## src/hw/rtl/att_pkg.sv

```systemverilog
`timescale 1ns / 1ps
`default_nettype none
// ----------------------------------------------------------------------------
// att_pkg
// Widths, lane types and tables shared by the tilt angle pipeline.
// ----------------------------------------------------------------------------
package att_pkg;

    localparam int SAMPLE_BITS     = 14;
    localparam int GUARD_BITS      = 12;
    localparam int ANGLE_FRAC_BITS = 6;
    localparam int CORDIC_STAGES   = 16;
    localparam int ACC_FRAC        = 16;

    localparam int SQ_W     = 2 * SAMPLE_BITS;
    localparam int RAD_W    = SQ_W + 2 * GUARD_BITS;
    localparam int ROOT_W   = RAD_W / 2;
    localparam int REM_W    = ROOT_W + 4;
    localparam int VEC_W    = SAMPLE_BITS + GUARD_BITS + 4;
    localparam int ACC_W    = 26;
    localparam int PITCH_W  = ANGLE_FRAC_BITS + 9;
    localparam int ROLL_W   = ANGLE_FRAC_BITS + 8;
    localparam int RND_SH   = ACC_FRAC - ANGLE_FRAC_BITS;
    localparam int PITCH_LIM = 180 * (2 ** ANGLE_FRAC_BITS);
    localparam int ROLL_LIM  = 90 * (2 ** ANGLE_FRAC_BITS);

    localparam logic signed [ACC_W-1:0] DEG180 = ACC_W'(180 * 65536);

    typedef enum logic [2:0] {
        MODE_DIRECT = 3'd0,
        MODE_ZERO   = 3'd1,
        MODE_PI     = 3'd2,
        MODE_ADD180 = 3'd3,
        MODE_SUB180 = 3'd4
    } mode_t;

    typedef struct packed {
        logic signed [VEC_W-1:0] vx;
        logic signed [VEC_W-1:0] vy;
        logic signed [ACC_W-1:0] acc;
        mode_t                   mode;
    } lane_t;

    typedef struct packed {
        lane_t                   pitch;
        logic signed [VEC_W-1:0] roll_y;
        mode_t                   roll_mode;
    } side_t;

    typedef struct packed {
        logic [SQ_W-1:0]   sq;
        logic [ROOT_W-1:0] root;
        logic [REM_W-1:0]  rem;
        side_t             side;
    } sqrt_t;

    // atan(2^-i) in 2^-16 degree, rounded to nearest
    function automatic logic signed [ACC_W-1:0] atan_val(input int i);
        logic signed [ACC_W-1:0] v;
        unique case (i)
            0:  v = ACC_W'(2949120);
            1:  v = ACC_W'(1740967);
            2:  v = ACC_W'(919879);
            3:  v = ACC_W'(466945);
            4:  v = ACC_W'(234379);
            5:  v = ACC_W'(117304);
            6:  v = ACC_W'(58666);
            7:  v = ACC_W'(29335);
            8:  v = ACC_W'(14668);
            9:  v = ACC_W'(7334);
            10: v = ACC_W'(3667);
            11: v = ACC_W'(1833);
            12: v = ACC_W'(917);
            13: v = ACC_W'(458);
            14: v = ACC_W'(229);
            15: v = ACC_W'(115);
            16: v = ACC_W'(57);
            17: v = ACC_W'(29);
            18: v = ACC_W'(14);
            19: v = ACC_W'(7);
            20: v = ACC_W'(4);
            21: v = ACC_W'(2);
            22: v = ACC_W'(1);
            default: v = '0;
        endcase
        return v;
    endfunction

    // two radicand bits at digit k; radicand is sq scaled by the guard bits
    function automatic logic [1:0] pair_bits(input logic [SQ_W-1:0] sq, input int k);
        logic [RAD_W-1:0] n;
        n = {sq, {(2 * GUARD_BITS){1'b0}}};
        return n[2*k +: 2];
    endfunction

    // round half up to the output unit, then clamp to +-limit
    function automatic logic signed [ACC_W-1:0] round_sat(
        input logic signed [ACC_W-1:0] v,
        input logic signed [ACC_W-1:0] limit
    );
        logic signed [ACC_W-1:0] r;
        r = (v + ACC_W'(2 ** (RND_SH - 1))) >>> RND_SH;
        if (r > limit)
        begin
            r = limit;
        end
        else if (r < -limit)
        begin
            r = -limit;
        end
        return r;
    endfunction

endpackage
`default_nettype wire

```

## src/hw/rtl/att_cordic_pipe.sv

```systemverilog
`timescale 1ns / 1ps
`default_nettype none
// ----------------------------------------------------------------------------
// att_cordic_pipe
// Vectoring CORDIC, one micro-rotation per register stage.
// ----------------------------------------------------------------------------
module att_cordic_pipe (
    input  wire logic          clk,
    input  wire logic          rst_n,
    input  wire logic          en,
    input  wire logic          in_valid,
    input  att_pkg::lane_t     in_lane,
    output logic               out_valid,
    output att_pkg::lane_t     out_lane
);

    localparam int N = att_pkg::CORDIC_STAGES;

    logic           valid_reg [1:N];
    att_pkg::lane_t lane_reg  [1:N];

    for (genvar i = 0; i < N; i++)
    begin : g_stage
        logic           stage_valid;
        att_pkg::lane_t cur;
        att_pkg::lane_t lane_next;

        if (i == 0)
        begin : g_head
            assign stage_valid = in_valid;
            assign cur         = in_lane;
        end
        else
        begin : g_body
            assign stage_valid = valid_reg[i];
            assign cur         = lane_reg[i];
        end

        always_comb
        begin
            lane_next = cur;
            // rotate toward the x axis
            if (!cur.vy[att_pkg::VEC_W-1])
            begin
                lane_next.vx  = cur.vx + (cur.vy >>> i);
                lane_next.vy  = cur.vy - (cur.vx >>> i);
                lane_next.acc = cur.acc + att_pkg::atan_val(i);
            end
            else
            begin
                lane_next.vx  = cur.vx - (cur.vy >>> i);
                lane_next.vy  = cur.vy + (cur.vx >>> i);
                lane_next.acc = cur.acc - att_pkg::atan_val(i);
            end
        end

        always_ff @(posedge clk or negedge rst_n)
        begin
            if (!rst_n)
            begin
                valid_reg[i+1] <= 1'b0;
            end
            else if (en)
            begin
                valid_reg[i+1] <= stage_valid;
            end
        end

        always_ff @(posedge clk)
        begin
            if (en)
            begin
                lane_reg[i+1] <= lane_next;
            end
        end
    end

    assign out_valid = valid_reg[N];
    assign out_lane  = lane_reg[N];

endmodule
`default_nettype wire

```

## config.mk

```make
export PLATFORM = sky130hd
export DESIGN_NAME = att_cordic_pipe
export DESIGN_NICKNAME = d
export VERILOG_FILES = /design/src/hw/rtl/att_pkg.sv /design/src/hw/rtl/att_cordic_pipe.sv
export SDC_FILE = /design/constraint.sdc
export NUM_CORES = 2
export LEC_CHECK = 0
export ABC_AREA = 0
export BUFFER_PORTS_ARGS = -buffer_cell sky130_fd_sc_hd__buf_2
export CELL_PAD_IN_SITES_DETAIL_PLACEMENT = 1
export CELL_PAD_IN_SITES_GLOBAL_PLACEMENT = 2
export CORE_UTILIZATION = 47
export CTS_BUF_LIST = sky130_fd_sc_hd__clkbuf_8
export DETAILED_ROUTE_END_ITERATION = 12
export GPL_ROUTABILITY_DRIVEN = 0
export PLACE_DENSITY = 0.9
export SYNTH_ARGS = -nofsm -noshare
export SYNTH_HDL_FRONTEND = slang
export SYNTH_SLANG_ARGS = --single-unit
export TNS_END_PERCENT = 100
```

## constraint.sdc

```tcl
create_clock -name clk -period 13.52 [get_ports clk]
set_clock_uncertainty 0.15 [all_clocks]
set_input_delay 0.676 -clock clk [delete_from_list [all_inputs] [get_ports clk]]
set_output_delay 0.676 -clock clk [all_outputs]
set_load 0.03 [all_outputs]
```

== Yosys cells after proc, flatten, opt, wreduce, memory -nomap -nowiden ==
Memory sizes are Yosys's and may differ from the RTL's.
Cells that the tools add are included.

* Word-level logic and storage cells: 130
* Memory bits (writable): 1424
* Output and inout bits: 90
* Memories: 1
* Bits of input ports: 93
* Register bits: 16

{| class="wikitable"
|+ Memories
! memory !! depth !! bits a word !! read ports !! clocked after Yosys merged registers in !! write ports !! RTL line !! RTL
|-
| lane_reg || 16 || 89 || 16 || 0 || 16 || att_cordic_pipe.sv:20 || <nowiki>att_pkg::lane_t lane_reg [1:N];</nowiki>
|}

* Add/sub/neg operators: 95
* Mux-type cells: 18

{| class="wikitable"
|+ Operator list
! cell !! number
|-
| $mux 86 || 16
|-
| $add 30x15->30 || 2
|-
| $add 30x16->30 || 2
|-
| $add 30x17->30 || 2
|-
| $add 30x18->30 || 2
|-
| $add 30x19->30 || 2
|-
| $add 30x20->30 || 2
|-
| $add 30x21->30 || 2
|-
| $add 30x22->30 || 2
|-
| $add 30x23->30 || 2
|-
| $add 30x24->30 || 2
|-
| $add 30x25->30 || 2
|-
| $add 30x26->30 || 2
|-
| $add 30x27->30 || 2
|-
| $add 30x28->30 || 2
|-
| $add 30x29->30 || 2
|-
| $sub 30x15->30 || 2
|-
| $sub 30x16->30 || 2
|-
| $sub 30x17->30 || 2
|-
| $sub 30x18->30 || 2
|-
| $sub 30x19->30 || 2
|-
| $sub 30x20->30 || 2
|-
| $sub 30x21->30 || 2
|-
| $sub 30x22->30 || 2
|-
| 42 further kinds || 51
|}

== Longest topological paths before layout ==
* Word-level depth: 2
* Gate-level depth with buffers: 20

== Worst setup path after synthesis ==
No wires, ideal clock.

* Path kind: reg-to-reg
* Start: register lane_reg[1][66] (netlist name)
* End: register lane_reg[1][146] (netlist name)
* Arrival time: 4150 ps
* Period minus slack after synthesis: 4557 ps
* Library setup time: 258 ps
* Slack: 8963 ps
* Cell stages (with the launch flop): 20
* Buffers on the path: 1
* Required time: 13112 ps
* Cell sequence: edfxtp_1 nor4_1 nand2b_1 nor3b_1 nand2_1 nor2_1 a21oi_1 xor2_1 ha_1 clkbuf_1 a21o_1 a21o_1 a21o_1 a21o_1 a221oi_1 o41ai_1 a2111oi_0 o21bai_1 a21oi_1 xnor2_1

==> summary by stage <==
Critical path
Counting stages on the worst path, the most repeated cell is a21o_1. The classification of the worst setup path is reg -> reg. For this run, the slowest stage of the critical path takes 1.05 ns. Data on the critical path arrives at its endpoint at 6.49 ns. Traced cell by cell, the critical path runs through nor4_1, nand2b_1, nor3_1, and2_1, nor4bb_1, a21oi_1, xor2_1, ha_1, a21o_1, a21o_1, a21o_1, a221oi_1, o41ai_1, a2111oi_0, o21bai_1, a21oi_1, xnor2_1. The startpoint type of the worst setup path is a flop. The cell depth of the worst flop-to-flop path is 17. The top fanout value on the critical path is 7.

The type of element capturing the critical path is a flop. The required time at the worst-slack endpoint is 14.08 ns. The worst-path cell with the longest stage delay is nor4bb_1.

STA
The maximum clock frequency is 0.168 GHz. Setup violations remaining at the end of the flow were counted as 0. In this run the tightest slew margin relative to its limit is 17.3%. The final critical path takes up 43.9% of the cycle. At the pin with the least slew margin, the transition time is 1.22 ns. The sum of negative setup slack is 0 ns. The number of slew-limit violations in the final report is 0. The final hold violation count is 0.

After layout, the minimum clock period comes to 5.94 ns. Setup repair after global routing left no endpoint under its margin.

Clock tree
Once the clock tree was built, the setup fixing pass inserted 0 buffers. The clock transition at the registers of the reported paths is 0.06 ns. The clock passes through at most 4 buffers. The number of buffers added to fix hold violations after cts is 36.

The post-cts repair resize count is 0. The clock network latency to the later pin of the worst-skew pair is 1.04 ns. The H-tree level count is 5.

Clock tree synthesis found a total of 1439 sinks. In this run, CTS created clock tree buffers numbering 279. TritonCTS built the clock tree. The clock tree root driver cell is clkbuf_8.

Routing
For this run, design rule violations remaining after detail routing come to 0. The post-detailed-route count of antenna-violating nets is 0. In the final routed layout, each cell accounts on average for 21.0 um. Dividing the detail-routed via count by the number of cells gives 5.90. The initial DRC count is 5159. The detailed-routing iteration count for the pre-antenna-repair pass is 7. The wire length after detailed routing is 350000 um. The via count is 98373.

Outcome
The flow ran to the end, and the final reports show no timing, DRC or antenna violations.

Worst hold path
The type of the most critical hold path is in -> reg. The number of cells on the worst hold path is 3.

Global route
The first global-routing pass estimated 560000 um of wire. The residual overflow from global routing is 0. The via count of the first global-routing pass came to 103500. The overall global routing resource usage is 26.0%. The initial antenna violation count was 3.

The pin count of the biggest net entering global routing is 179.

Logic synthesis
After synthesis the cells add up to 122000 um^2. After synthesis, the most frequently instantiated cells are ha_1, edfxtp_1, a21oi_1. The multiplexer fraction of the synthesized cell area is 0.621%. Summing the areas of all fa, ha and maj instances in the mapped netlist gives 15.6% of the synthesized area. The cell count after synthesis is 12737.

Ranked by total cell area, the synthesized netlist is headed by edfxtp_1, ha_1, xnor2_1. The synthesis warning total is 0. The synthesized netlist devotes 19.8% of its cell area to compound gates. The leading area contributor after synthesis is edfxtp_1. After synthesis, flip-flops and latches occupy 35.5% of the total area.

Counting flops with an async set or reset pin after synthesis yields a share of 1.11%. The simple-gate share of the synthesized area is 13.3%. The number of flip-flops and latches in the synthesized netlist is 1439. The xor-xnor portion of the synthesized cell area is 12.6%. The number of nets handed over by synthesis was 14316. The netlist uses 97 different library cells. The most used standard cell by instance count after synthesis is ha_1. The share of synthesized area in the top cell type comes to 35.1%. The count of flip-flops with a built-in enable after synthesis is 1423. The synthesized area divided by synthesized cell count is 9.55 um^2.

In the synthesized netlist the dominant register cell turns out to be edfxtp_1. After synthesis, the largest family of logic cells by area is compound AO/OA/AOI/OAI gates.

Flow run
The number of max-cap violations is 0.

Placement
The total half-perimeter wirelength after legalization and detailed placement is 275000 um. Buffers placed on the I/O ports in this run total 182.

Floorplanning
The placement row count is 186. The floorplan step set the die height to 511 um. The die is 511 um wide. The region available for standard cell placement spans 257000 um^2.

The area enclosed by the die boundary is 261000 um^2. The effective utilization at floorplan is 47.3%. 183 I/O pins were placed.

Finish
The count of fill cells added during filler insertion is 29215. Cells with a size suffix above 1 make up 5.65% of the layout. The register with the most flip-flops in the layout has 1423 of them. At the end of the flow, the number of nets in the layout was 14644. Compared with the post-synthesis result, the final layout area differs by 8.55%.
[worst max-delay path, delay by kind of cell, from the launching register on]
kind | cells | cell delay [ns]
flip-flops | 1 | 0.46
AND/OR/NAND/NOR | 5 | 2.22
XOR/XNOR | 2 | 0.35
adder cells (fa/ha/maj) | 1 | 0.33
AO/OA/AOI/OAI | 9 | 2.18
[area by class of cell]
class                           count  area [um^2]  share of cell area (%)
Multi-Input combinational cell  10482        75400                    57.1
Sequential cell                  1439        43100                    32.7
Tap cell                         3384         4230                    3.21
Clock buffer                      286         3940                    2.98
Inverter                          602         2260                    1.71
Timing Repair Buffer              261         1650                    1.25
Clock inverter                    213         1400                    1.06
Antenna cell                        5         12.5                 0.00948
[metal layers]
metal / GRT usage (%) / vias to the layer above / wire length [um]
li1: - / 47614 / -
met1: 32.2 / 48626 / 153000
met2: 47.6 / 1579 / 177000
met3: 2.48 / 554 / 11100
met4: 7.66 / 0 / 9850
met5: 0 / - / 0
[cells by family after synthesis]
kind of cell / Yosys count
AOI/OAI and AO/OA: 3808
xor gates and xnor gates: 1754
adders and majority gates: 1486
DFF: 1439
buffers and inverters: 816
and+or+nand+nor: 3364
muxes: 70
[path summary, 6_finish.rpt]
check | startpoint | to | slack (ns)
worst max-delay path | lane_reg[1][66] | lane_reg[1][146] | 7.58
worst min-delay path | in_lane[86] | lane_reg[0][145] | 0.12
worst max register to register | lane_reg[1][66] | lane_reg[1][146] | 7.58
worst min register to register | lane_reg[1][89] | lane_reg[2][0] | 0.26
max in group asynchronous | rst_n | g_stage[7].stage_valid | 12.11
min in group asynchronous | rst_n | out_valid | 0.65
[cells in the final DEF, fill, tap and decap left out, types with 36 or more instances in the layout]
| cell | instances |
|---|---|
| ha_1 | 1437 |
| edfxtp_1 | 1423 |
| a21oi_1 | 1327 |
| xnor2_1 | 1181 |
| nor2_1 | 1173 |
| inv_1 | 668 |
| nand2_1 | 630 |
| a21o_1 | 612 |
| o21ai_0 | 612 |
| xor2_1 | 573 |
| nor3_1 | 314 |
| clkbuf_8 | 286 |
| nor2b_1 | 224 |
| o21a_1 | 213 |
| nand2b_1 | 206 |
| nand3_1 | 181 |
| buf_2 | 181 |
| a31oi_1 | 170 |
| o21bai_1 | 151 |
| and3_1 | 135 |
| a211oi_1 | 117 |
| nand4_1 | 100 |
| nor4_1 | 85 |
| or3_1 | 69 |
| and2_1 | 68 |
| o31ai_1 | 57 |
| clkinv_1 | 52 |
| o211ai_1 | 49 |
| fa_1 | 49 |
| clkinv_2 | 46 |
| o41ai_1 | 45 |
| mux2_2 | 44 |
| a21boi_0 | 40 |
| buf_4 | 40 |
| dlygate4sd3_1 | 36 |
[metrics by stage]
stage	setup slack [ns]	util [%]	area (um^2)	instances	hold slack, ns
finish	7.58	51.3	132000	16672	0.121
global route	7.12	51.3	132000	16670	0.0903
CTS	7.65	51.3	132000	16667	0.0173
detailed placement	7.68	49.1	126000	16132	0.256
global placement	7.66	49.1	126000	16132	0.250
floorplan	8.96	-	122000	12737	0.230
Power is not shown: default switching activity piles up to over one toggle a cycle in this logic, so the estimate is an artifact.
